[config.mk]
export PLATFORM = sky130hd
export DESIGN_NAME = color_ramp_key_interpolator
export DESIGN_NICKNAME = d
export VERILOG_FILES = /design/src/rtl/crki_pkg.sv /design/src/rtl/crki_div.sv /design/src/rtl/crki_ctrl.sv /design/src/rtl/color_ramp_key_interpolator.sv
export SDC_FILE = /design/constraint.sdc
export NUM_CORES = 2
export LEC_CHECK = 0
export BUFFER_PORTS_ARGS = -buffer_cell sky130_fd_sc_hd__buf_2
export CAP_MARGIN = 20
export CORE_MARGIN = 1.5
export CORE_UTILIZATION = 45
export CTS_CLUSTER_DIAMETER = 80
export DETAILED_ROUTE_END_ITERATION = 10
export SYNTH_ARGS = -nofsm -noshare
export SYNTH_HDL_FRONTEND = slang
export SYNTH_SLANG_ARGS = --single-unit
[constraint.sdc]
create_clock -name clk -period 10.8 [get_ports clk]
set_input_delay 1.08 -clock clk [delete_from_list [all_inputs] [get_ports clk]]
set_output_delay 1.08 -clock clk [all_outputs]
set_load 0.03 [all_outputs]
[src/rtl/crki_pkg.sv]
`timescale 1ns / 1ps
package crki_pkg;

  localparam int MaxKeysDef  = 16;
  localparam int TimeBitsDef = 16;
  localparam int CfgIdxW     = 1;
  localparam int CfgDataW    = 16;

  localparam logic [CfgIdxW-1:0] CfgRangeStart = 1'd0;
  localparam logic [CfgIdxW-1:0] CfgRangeEnd   = 1'd1;

  typedef enum logic [1:0] {
    KindInsert = 2'd0,
    KindRemove = 2'd1,
    KindAlter  = 2'd2,
    KindEval   = 2'd3
  } kind_t;

  typedef enum logic [1:0] {
    StatOk    = 2'd0,
    StatFull  = 2'd1,
    StatBad   = 2'd2
  } status_t;

  typedef struct packed {
    logic [1:0]  kind;
    logic [15:0] key_time;
    logic [31:0] key_color;
    logic [3:0]  key_index;
  } in_item_t;

  typedef struct packed {
    logic [31:0] color_out;
    logic [1:0]  status;
  } out_item_t;

  // Divider request and reply between the controller and the divider
  typedef struct packed {
    logic        go;
    logic [41:0] num;
    logic [32:0] den;
  } div_req_t;

  typedef struct packed {
    logic        done;
    logic [41:0] quo;
    logic [32:0] rem;
  } div_rsp_t;

endpackage

[src/rtl/crki_div.sv]
`timescale 1ns / 1ps
module crki_div
  import crki_pkg::*;
(
  input  logic     clk,
  input  logic     rst_n,
  input  div_req_t req,
  output div_rsp_t rsp
);

  localparam int NumW = 42;
  localparam int DenW = 33;
  localparam int CntW = $clog2(NumW + 1);

  logic [NumW-1:0] quo_r, quo_nxt;
  logic [DenW:0]   rem_r, rem_nxt;
  logic [DenW-1:0] den_r, den_nxt;
  logic [CntW-1:0] cnt_r, cnt_nxt;
  logic            busy_r, busy_nxt;
  logic            done_r, done_nxt;
  logic [DenW:0]   trial;

  // One quotient bit per cycle while busy, restoring
  always_comb begin
    quo_nxt  = quo_r;
    rem_nxt  = rem_r;
    den_nxt  = den_r;
    cnt_nxt  = cnt_r;
    busy_nxt = busy_r;
    done_nxt = 1'b0;
    trial    = {rem_r[DenW-1:0], quo_r[NumW-1]};
    if (req.go) begin
      quo_nxt  = req.num;
      rem_nxt  = '0;
      den_nxt  = req.den;
      cnt_nxt  = CntW'(NumW);
      busy_nxt = 1'b1;
    end else if (busy_r) begin
      if (trial >= {1'b0, den_r}) begin
        rem_nxt = trial - {1'b0, den_r};
        quo_nxt = {quo_r[NumW-2:0], 1'b1};
      end else begin
        rem_nxt = trial;
        quo_nxt = {quo_r[NumW-2:0], 1'b0};
      end
      cnt_nxt = cnt_r - 1'b1;
      if (cnt_r == CntW'(1)) begin
        busy_nxt = 1'b0;
        done_nxt = 1'b1;
      end
    end
  end

  always_ff @(posedge clk) begin
    if (!rst_n) begin
      busy_r <= 1'b0;
      done_r <= 1'b0;
      cnt_r  <= '0;
    end else begin
      busy_r <= busy_nxt;
      done_r <= done_nxt;
      cnt_r  <= cnt_nxt;
    end
    quo_r <= quo_nxt;
    rem_r <= rem_nxt;
    den_r <= den_nxt;
  end

  assign rsp.done = done_r;
  assign rsp.quo  = quo_r;
  assign rsp.rem  = rem_r[DenW-1:0];

endmodule

[src/rtl/crki_ctrl.sv]
`timescale 1ns / 1ps
module crki_ctrl
  import crki_pkg::*;
#(
  parameter int MAX_KEYS  = MaxKeysDef,
  parameter int TIME_BITS = TimeBitsDef
) (
  input  logic          clk,
  input  logic          rst_n,
  input  logic          start,
  output logic          busy,
  input  in_item_t      in_item,
  input  logic [15:0]   range_start,
  input  logic [15:0]   range_end,
  output logic          out_valid,
  output out_item_t     out_item,
  output div_req_t      dreq,
  input  div_rsp_t      drsp
);

  localparam int IdxW = $clog2(MAX_KEYS);
  localparam int CntW = $clog2(MAX_KEYS + 1);
  localparam int EntW = TIME_BITS + 32;

  typedef enum logic [3:0] {
    StIdle, StRmRd, StRmWr, StInsRd, StInsWr, StEvRd, StEvChk,
    StEvRd2, StDiv, StDivWait, StDone
  } state_t;

  // Key store: time and color in one word
  logic [EntW-1:0] mem [MAX_KEYS];
  logic [EntW-1:0] rdata_r;
  logic [IdxW-1:0] raddr;
  logic            wen;
  logic [IdxW-1:0] waddr;
  logic [EntW-1:0] wdata;

  state_t          st_r;
  logic            busy_r, oval_r;
  out_item_t       oitem_r;
  logic [1:0]      kind_r;
  logic [TIME_BITS-1:0] t_r;
  logic [31:0]     c_r;
  logic [CntW-1:0] cnt_r;
  logic [CntW-1:0] pos_r;
  logic [CntW-1:0] end_r;
  logic [EntW-1:0] prev_r;
  logic [TIME_BITS-1:0] den_r, dt_r;
  logic [31:0]     ca_r, cb_r;
  logic [1:0]      ch_r;
  logic [31:0]     acc_r;
  logic            go_r;
  logic [41:0]     num_r;
  logic [15:0]     ktime;
  logic [TIME_BITS-1:0] ktime_w, rs_w, re_w, tclamp;
  logic [TIME_BITS-1:0] rd_t;
  logic [31:0]     rd_c;
  logic [TIME_BITS-1:0] pv_t;
  logic [7:0]      va, vb;
  logic [41:0]     num_c;
  logic [32:0]     r2;
  logic [41:0]     qr;
  logic [7:0]      qsat;

  assign ktime   = in_item.key_time;
  assign ktime_w = TIME_BITS'(ktime);
  assign rs_w    = TIME_BITS'(range_start);
  assign re_w    = TIME_BITS'(range_end);
  assign rd_t    = rdata_r[EntW-1:32];
  assign rd_c    = rdata_r[31:0];
  assign pv_t    = prev_r[EntW-1:32];

  // Clamp alter time to the configured range
  always_comb begin
    if (ktime_w < rs_w)      tclamp = rs_w;
    else if (ktime_w > re_w) tclamp = re_w;
    else                     tclamp = ktime_w;
  end

  // Memory: one write, one registered read
  always_ff @(posedge clk) begin
    if (wen) mem[waddr] <= wdata;
    rdata_r <= mem[raddr];
  end

  // Read address and write-back by state
  always_comb begin
    raddr = pos_r[IdxW-1:0];
    wen   = 1'b0;
    waddr = pos_r[IdxW-1:0];
    wdata = {t_r, c_r};
    unique case (st_r)
      StRmRd:  raddr = IdxW'(pos_r + 1'b1);
      StRmWr: begin
        wen   = 1'b1;
        wdata = rdata_r;
        raddr = IdxW'(pos_r + 2'd2);
      end
      StInsRd: raddr = IdxW'(pos_r - 1'b1);
      StInsWr: begin
        wen = 1'b1;
        if (pos_r != '0 && rd_t > t_r) begin
          wdata = rdata_r;
          raddr = IdxW'(pos_r - 2'd2);
        end
      end
      StEvRd2: raddr = IdxW'(pos_r + 1'b1);
      default: ;
    endcase
  end

  // Channel terms for the current divide
  always_comb begin
    va    = ca_r[8*ch_r +: 8];
    vb    = cb_r[8*ch_r +: 8];
    num_c = 42'(va) * 42'(den_r - dt_r) + 42'(vb) * 42'(dt_r);
    qr    = drsp.quo;
    r2    = {drsp.rem[31:0], 1'b0};
    if (r2 > 33'(den_r) || (r2 == 33'(den_r) && qr[0]))
      qr = qr + 1'b1;
    qsat  = (qr > 42'd255) ? 8'hFF : qr[7:0];
  end

  always_ff @(posedge clk) begin
    if (!rst_n) begin
      st_r   <= StIdle;
      busy_r <= 1'b0;
      oval_r <= 1'b0;
      cnt_r  <= '0;
      go_r   <= 1'b0;
    end else begin
      oval_r <= 1'b0;
      go_r   <= 1'b0;
      unique case (st_r)
        StIdle: if (start) begin
          busy_r <= 1'b1;
          kind_r <= in_item.kind;
          c_r    <= in_item.key_color;
          t_r    <= (in_item.kind == KindAlter) ? tclamp : ktime_w;
          oitem_r.color_out <= '0;
          unique case (in_item.kind)
            KindInsert: begin
              if (cnt_r >= CntW'(MAX_KEYS)) begin
                oitem_r.status <= StatFull;
                st_r <= StDone;
              end else begin
                oitem_r.status <= StatOk;
                pos_r <= cnt_r;
                st_r  <= StInsRd;
              end
            end
            KindRemove, KindAlter: begin
              if (CntW'(in_item.key_index) >= cnt_r) begin
                oitem_r.status <= StatBad;
                st_r <= StDone;
              end else begin
                oitem_r.status <= StatOk;
                pos_r <= CntW'(in_item.key_index);
                end_r <= cnt_r - 1'b1;
                st_r  <= StRmRd;
              end
            end
            default: begin
              if (cnt_r == '0) begin
                oitem_r.status <= StatBad;
                st_r <= StDone;
              end else begin
                oitem_r.status <= StatOk;
                end_r <= cnt_r - 1'b1;
                if (ktime_w <= rs_w) pos_r <= '0;
                else if (ktime_w >= re_w) pos_r <= cnt_r - 1'b1;
                else pos_r <= '0;
                st_r <= StEvRd;
              end
            end
          endcase
        end
        // Shift entries down over the removed slot
        StRmRd: begin
          if (pos_r + 1'b1 >= end_r + 1'b1) begin
            cnt_r <= cnt_r - 1'b1;
            if (kind_r == KindAlter) begin
              pos_r <= cnt_r - 1'b1;
              st_r  <= StInsRd;
            end else st_r <= StDone;
          end else st_r <= StRmWr;
        end
        StRmWr: begin
          if (pos_r + 2'd2 >= end_r + 1'b1) begin
            cnt_r <= cnt_r - 1'b1;
            if (kind_r == KindAlter) begin
              pos_r <= cnt_r - 1'b1;
              st_r  <= StInsRd;
            end else begin
              pos_r <= pos_r + 1'b1;
              st_r  <= StDone;
            end
          end else pos_r <= pos_r + 1'b1;
        end
        // Shift larger entries up, then drop the key in
        StInsRd: st_r <= StInsWr;
        StInsWr: begin
          if (pos_r != '0 && rd_t > t_r) begin
            pos_r <= pos_r - 1'b1;
          end else begin
            cnt_r <= cnt_r + 1'b1;
            st_r  <= StDone;
          end
        end
        // Scan for the enclosing pair
        StEvRd: st_r <= StEvChk;
        StEvChk: begin
          if (t_r <= rs_w || t_r >= re_w || rd_t == t_r || pos_r == end_r) begin
            oitem_r.color_out <= rd_c;
            st_r <= StDone;
          end else begin
            prev_r <= rdata_r;
            st_r   <= StEvRd2;
          end
        end
        StEvRd2: begin
          if (rd_t == t_r) begin
            oitem_r.color_out <= rd_c;
            st_r <= StDone;
          end else if (pv_t <= t_r && rd_t > t_r) begin
            ca_r  <= prev_r[31:0];
            cb_r  <= rd_c;
            den_r <= rd_t - pv_t;
            dt_r  <= t_r - pv_t;
            ch_r  <= 2'd0;
            st_r  <= StDiv;
          end else if (pos_r == end_r) begin
            oitem_r.color_out <= rd_c;
            st_r <= StDone;
          end else begin
            prev_r <= rdata_r;
            pos_r  <= pos_r + 1'b1;
          end
        end
        StDiv: begin
          num_r <= num_c;
          go_r  <= 1'b1;
          st_r  <= StDivWait;
        end
        StDivWait: if (drsp.done) begin
          acc_r <= {qsat, acc_r[31:8]};
          ch_r  <= ch_r + 1'b1;
          if (ch_r == 2'd3) begin
            oitem_r.color_out <= {qsat, acc_r[31:8]};
            st_r <= StDone;
          end else st_r <= StDiv;
        end
        StDone: begin
          oval_r <= 1'b1;
          busy_r <= 1'b0;
          st_r   <= StIdle;
        end
        default: st_r <= StIdle;
      endcase
    end
  end

  // The first StEvRd2 cycle sees entry zero twice and only advances; after
  // that rdata holds entry pos and prev holds entry pos-1.
  assign busy      = busy_r;
  assign out_valid = oval_r;
  assign out_item  = oitem_r;
  assign dreq.go   = go_r;
  assign dreq.num  = num_r;
  assign dreq.den  = 33'(den_r);

endmodule

[src/rtl/color_ramp_key_interpolator.sv]
`timescale 1ns / 1ps
// Color ramp key interpolator.
// Input: pulse start with in_item while busy is low; the beat is taken then.
// Kinds: insert key, remove key at index, alter key at index, evaluate.
// Output: out_valid strobes for one cycle with out_item; exactly one result
// per item. The receiver cannot stall, so nothing is held back.
// Config: cfg_we with cfg_idx (0 range start, 1 range end) and cfg_data,
// written at once; write only while busy is low.
// Storage: keys live in one single-port-read memory; insert and remove
// move one entry per cycle, and alter does both.
// Evaluate scans one key per cycle, then runs a 42-bit serial divide per
// channel. Status-only results go straight from StIdle to StDone.
// Reset: key count cleared, range 0..25600; memory contents stay unknown
// but are never used before being written.
module color_ramp_key_interpolator
  import crki_pkg::*;
#(
  parameter int MAX_KEYS  = MaxKeysDef,
  parameter int TIME_BITS = TimeBitsDef
) (
  input  logic                clk,
  input  logic                rst_n,
  input  logic                start,
  output logic                busy,
  input  in_item_t            in_item,
  output logic                out_valid,
  output out_item_t           out_item,
  input  logic                cfg_we,
  input  logic [CfgIdxW-1:0]  cfg_idx,
  input  logic [CfgDataW-1:0] cfg_data
);

  logic [15:0] range_start_r, range_end_r;
  div_req_t    dreq;
  div_rsp_t    drsp;

  // Range registers
  always_ff @(posedge clk) begin
    if (!rst_n) begin
      range_start_r <= 16'd0;
      range_end_r   <= 16'd25600;
    end else if (cfg_we) begin
      unique case (cfg_idx)
        CfgRangeStart: range_start_r <= cfg_data;
        CfgRangeEnd:   range_end_r   <= cfg_data;
        default: ;
      endcase
    end
  end

  crki_ctrl #(.MAX_KEYS(MAX_KEYS), .TIME_BITS(TIME_BITS)) u_ctrl (
    .clk, .rst_n, .start, .busy, .in_item,
    .range_start(range_start_r), .range_end(range_end_r),
    .out_valid, .out_item, .dreq, .drsp
  );

  crki_div u_div (.clk, .rst_n, .req(dreq), .rsp(drsp));

endmodule

Word-level counts from Yosys, hierarchy flattened:

Memories as Yosys holds them, arrays and structs flattened. A register that Yosys moved wholly into a read port is not among the register bits.
Cells that the tools add are included.

* $add $sub $neg: 15
* multiply operators: 2
* magnitude comparators: 15
* equal/unequal tests: 40
* shift-type cells: 2
* mux-type cells: 86
* bitwise gates (word level): 5
* reduce and logical (&&, ||, !) cells: 37

Operator list (number)
* two-way mux 48 bit: 5
* two-way mux 32 bit: 6
* one-hot mux 48 bit (2 select lines): 2
* one-hot mux 32 bit (4 select lines): 1
* two-way mux 42 bit: 3
* two-way mux 5 bit: 19
* variable part select 32 x 6 -> 8 bit: 2
* two-way mux 4 bit: 14
* <= comparator 16 bit: 3
* two-way mux 16 bit: 3
* adder 42 x 1 -> 42 bit, second input constant: 1
* adder 42 x 24 -> 42 bit: 1
* greater-than comparator 42 x 8 -> 1 bit, second input constant: 1
* multiplier 8 x 42 -> 42 bit: 1
* one-hot mux 4 bit (10 select lines): 1
* >= comparator 34 x 16 -> 1 bit: 1
* two-way mux 34 bit: 1
* equality test 33 x 16 -> 1 bit: 1
* greater-than comparator 33 x 16 -> 1 bit: 1
* two-way mux 33 bit: 1
* subtractor 33 x 16 -> 33 bit: 1
* >= comparator 16 bit: 2
* greater-than comparator 16 bit: 2
* subtractor 16 bit: 2
* 58 further kinds: 127

* flip-flop bits (word level): 457
* RAM bits: 768
* output and inout port bits: 36
* logic and storage cells: 232
* memories kept: 1

Memory list
* u_ctrl.mem: depth 16, width 48, read ports 1, clocked after Yosys merged registers in 1, wr ports 1, RTL line crki_ctrl.sv:31 `logic [EntW-1:0] mem [MAX_KEYS];`

Logic depth before layout (Yosys ltp):

* word-level depth: 9
* mapped depth: 36

By module:

A second synthesis with hierarchy kept.

* cells, all modules: 4785
* area total of the unflattened synthesis: 66273.6 um^2

Modules (own cells, without submodules)
* crki_ctrl: instances 1, cells each 4034, area each 58577.4 um^2
* crki_div: instances 1, cells each 625, area each 6437.4 um^2
* color_ramp_key_interpolator: instances 1, cells each 126, area each 1258.7 um^2

Least setup slack after synthesis:

OpenSTA, ideal clock, no wires.

* path type: flip-flop to flip-flop
* start point: register u_ctrl.dt_r[0]
* end point: register u_ctrl.num_r[33] (data pin)
* library setup time: 169 ps
* arrival time: 8498 ps
* data required time: 10631 ps
* setup slack: 2133 ps
* stages on the path, launching flop included: 35
* buffers on the path: 1
* clock period less this slack: 8667 ps
* cell sequence: edfxtp_1 > ha_1 > fa_1 > nand2b_1 > a21boi_0 > o21ai_0 > a21oi_1 > a211oi_1 > nor3_1 > a21oi_1 > o21ai_0 > xor2_1 > and2_1 > fa_1 > inv_1 > fa_1 > inv_1 > fa_1 > fa_1 > fa_1 > inv_1 > fa_1 > inv_1 > ha_1 > and3_1 > a221o_1 > nand3_1 > nand2_1 > a41o_1 > o31ai_1 > a211oi_1 > a211oi_1 > nor2b_1 > clkbuf_1 > o31ai_1

* cells in the longest elaborated chain, start to end: 3
* elaborated cells on any way between the ends: 4

Ends and longest elaborated chain
* start: declaration: RTL line crki_ctrl.sv:48 `logic [TIME_BITS-1:0] den_r, dt_r;`
* start signal: assignment: RTL line crki_ctrl.sv:229 `dt_r <= t_r - pv_t;`
* subtractor 16 x 16 -> 17 bit: RTL line crki_ctrl.sv:116 `num_c = 42'(va) * 42'(den_r - dt_r) + 42'(vb) * 42'(dt_r);`
* multiplier 8 x 42 -> 42 bit: RTL line crki_ctrl.sv:116
* adder 42 x 24 -> 42 bit *: RTL line crki_ctrl.sv:116
* named net u_ctrl.num_c[33]: RTL line crki_ctrl.sv:60 `logic [41:0] num_c;`
* end signal: assignment: RTL line crki_ctrl.sv:241 `num_r <= num_c;`
* end: declaration: RTL line crki_ctrl.sv:53 `logic [41:0] num_r;`

Mark *: on every way through the listed nets, which the timed path passes. The rest lies on a longest branch.
A chain may end at the register's enable or synchronous reset.

Worst setup path in the final report:

* start point: register u_ctrl.dt_r[0]
* end point: register u_ctrl.num_r[39] (data pin)

Same word-level chain as after synthesis.

==> flow_summary_export.csv <==
group,metric,value,unit
yosys,yosysWarnings,0,
sta,tightest_slew,1.062,ns
sta,hold_viol_final,0,
grt,grt_max_degree,149,
critical_path,arrival,10.04,ns
clocking,postCtsSetupBuffers,0,
hold_path,worstHoldPathType,"reg -> reg",
critical_path,required,11.35,ns
placement,place_congestion,0.9013,
yosys,netlist_area,65140,um2
drt,routed_wl,163500,um
yosys,synth-seq-cells,1265,
clocking,postCtsHoldBufs,0,
clocking,cts_resized,0,
yosys,yosysTopAreaCellShare,52.18,%
floorplan,die_h,383.5,um
final_layout,fin_util,50.43,%
yosys,seq_area_frac_synth,56.27,%
floorplan,num_rows,139,
critical_path,crit_slowest_cell,"fa_1",
power,leakage,0.02816,uW
drt,dr.pass1.iters,9,
yosys,synth_top_family_by_area,"adder cells",
outcome,violations,"design-rule violations",
drt,num_vias,41240,
grt,overflow,0,
yosys,synthXorXnorAreaFrac,1.842,%
floorplan,dieArea,147000,um2
grt,antenna_found_initial,6,
yosys,synth_fa_ha_area_share,12.60,%
clocking,cts_sinks,1265,
clocking,cts_htree_levels,4,
final_layout,area_delta_synth_final,11.20,%
final_layout,final_cells,7456,
power,power.density,257.0,nW/um2
job,max-cap-violations,0,
floorplan,die_w,383.5,um
yosys,synth_compound_area_share,7.812,%
sta,final.setup.tns,0,ns
yosys,synthMuxAreaShare,6.565,%
yosys,async_flop_share,0,%
grt,grt_pass1_vias,40560,
clocking,ctsLongestPathBuffers,3,
clocking,clkTransAtPathRegs,0.06,ns
clocking,clockRootBuffer,"clkbuf_16",
yosys,avgSynthCellArea,12.19,um2
power,peakVddDrop,0.5396,mV
sta,rsz0062_at_grt,"no",
sta,fin_skew,0.05677,ns
yosys,synth_ff_type,"edfxtp_1",
yosys,netlist_top_cells_area,"edfxtp_1, fa_1, ha_1, nand2_1, mux2i_1",
drt,drt_iter0_markers,3303,
floorplan,initial_utilization,45.35,%
floorplan,design.core.area,143700,um2
grt,grt_pass1_wl,249800,um
sta,slew_headroom,29.22,%
critical_path,critPathCaptureType,"register",
critical_path,crit_type,"reg -> reg",
drt,ant_nets,0,
critical_path,cp_common_cell,"fa_1",
final_layout,drive_above_1_share,9.620,%
floorplan,io_pins,111,
yosys,synth_nets,5926,
placement,dp_cells,7199,
drt,drc,8,
placement,port-buffer-count,110,
sta,max_freq,0.1053,GHz
drt,drt-vias-per-instance,5.532,
critical_path,critPathMaxFanout,10,
clocking,cts_made_buffers,139,
sta,hold_slack,0.4149,ns
sta,finalCritPeriodShare,87.95,%
yosys,yosys.area.top_type,"edfxtp_1",
drt,wl_per_cell,21.93,um
critical_path,cpPeakStageDelay,0.54,ns
yosys,yosysUniqueCellTypes,85,
sta,report.final.slew_viol_count,0,
yosys,synth_common_cells,"edfxtp_1, nand2_1, inv_1, mux2i_1, ha_1",
critical_path,critPathLaunchType,"register",
outcome,status,"complete, but fails checks",
yosys,yosys.area_share.simple,10.74,%
sta,finalSetupViolCount,0,
sta,period_minus_slack,9.499,ns
yosys,synth-edff-count,1132,
grt,gr-usage-all-layers,22.35,%
yosys,synthCells,5342,
clocking,cts_tree,"done",
clocking,insertion_delay,0.77,ns
placement,hpwl,104400,um
final_layout,nets,6022,
yosys,yosysMostFrequentCell,"edfxtp_1",
## critical path: cells and delay by family (launching register included)
family                   cells  cell delay, ns
buffers and inverters        4            0.30
adder cells (fa/ha/maj)      9            4.05
flip-flops                   1            0.51
AO/OA/AOI/OAI               12            2.99
AND/OR/NAND/NOR              7            1.02
XOR/XNOR                     1            0.40
## path summary, 6_finish.rpt
kind	end	depth (start not counted)	start	slack [ns]
max	u_ctrl.num_r[39]	33	u_ctrl.dt_r[0]	1.30
min	u_ctrl.ca_r[31]	0	u_ctrl.prev_r[31]	0.41
max reg2reg	u_ctrl.num_r[39]	33	u_ctrl.dt_r[0]	1.30
min reg2reg	u_ctrl.ca_r[31]	0	u_ctrl.prev_r[31]	0.41
## cell families after synthesis
logic type / count (synthesis)
AO/OA/AOI/OAI: 754
flip-flops: 1265
multiplexers: 401
XOR/XNOR: 137
buffers and inverters: 718
adder cells (fa/ha/maj): 509
AND/OR/NAND/NOR: 1558
## power breakdown
group          internal [uW]  switching [uW]  total (uW)  leakage (uW)
logic                   2510            4490        7000        0.0147
clock network           2550            2000        4550       0.00214
registers               6460             606        7070        0.0113
## layer usage
layer  up-vias  part of all wire (%)  track usage (%)
met1     20670                    45            31.03
li1      19200                     -                -
met2      1151                    48            36.89
met4         0                   2.5            6.163
met5         -                     0                0
met3       227                   5.0            2.952
## metrics by stage
step           total power (uW)  area (um2)  setup WS [ns]
4_1_cts                   18720       72430          1.297
2_1_floorplan             11930       65140          2.133
5_1_grt                   19690       72430         0.6233
6_report                  18620       72440          1.302
3_5_place_dp              14160       67990          1.385
3_3_place_gp              14040       67960          1.474
## area by class of cell
class	instances	area, um2
Fill cell	12540	71220
Inverter	496	1862
Sequential cell	1265	36660
Tap cell	1903	2381
Timing Repair Buffer	177	1124
Clock buffer	182	3761
Clock inverter	72	678.2
Antenna cell	2	5.005
Multi-Input combinational cell	3359	25970
## state kept, by name, indices dropped and copies added, names as in the netlist, 6 cells and up
name,count
u_ctrl.mem,768
u_ctrl.prev_r,48
u_ctrl.rdata_r,48
u_ctrl.num_r,42
u_div.quo_r,42
u_ctrl.out_item,34
u_div.rem_r,33
u_ctrl.c_r,32
u_ctrl.ca_r,32
u_ctrl.cb_r,32
u_ctrl.acc_r,24
range_end_r,16
range_start_r,16
u_ctrl.den_r,16
u_ctrl.dt_r,16
u_ctrl.t_r,16
u_div.den_r,16
u_div.cnt_r,6
## cell usage in the layout, fill, tap and decap left out, types with 47 or more instances in the layout
cell,n
o21ai_0,187
buf_2,110
ha_1,264
dfxtp_1,131
mux2i_1,299
a211oi_1,50
edfxtp_1,1132
a21oi_1,134
xor2_1,49
xnor2_1,86
nand2_1,800
mux2_2,89
inv_1,494
o221ai_1,48
nor3_1,47
and2_1,84
fa_1,245
nand3_1,163
buf_4,62
a21o_1,54
a22oi_1,54
nor2_1,217
clkbuf_16,140
(Power assumes the default switching activity.)
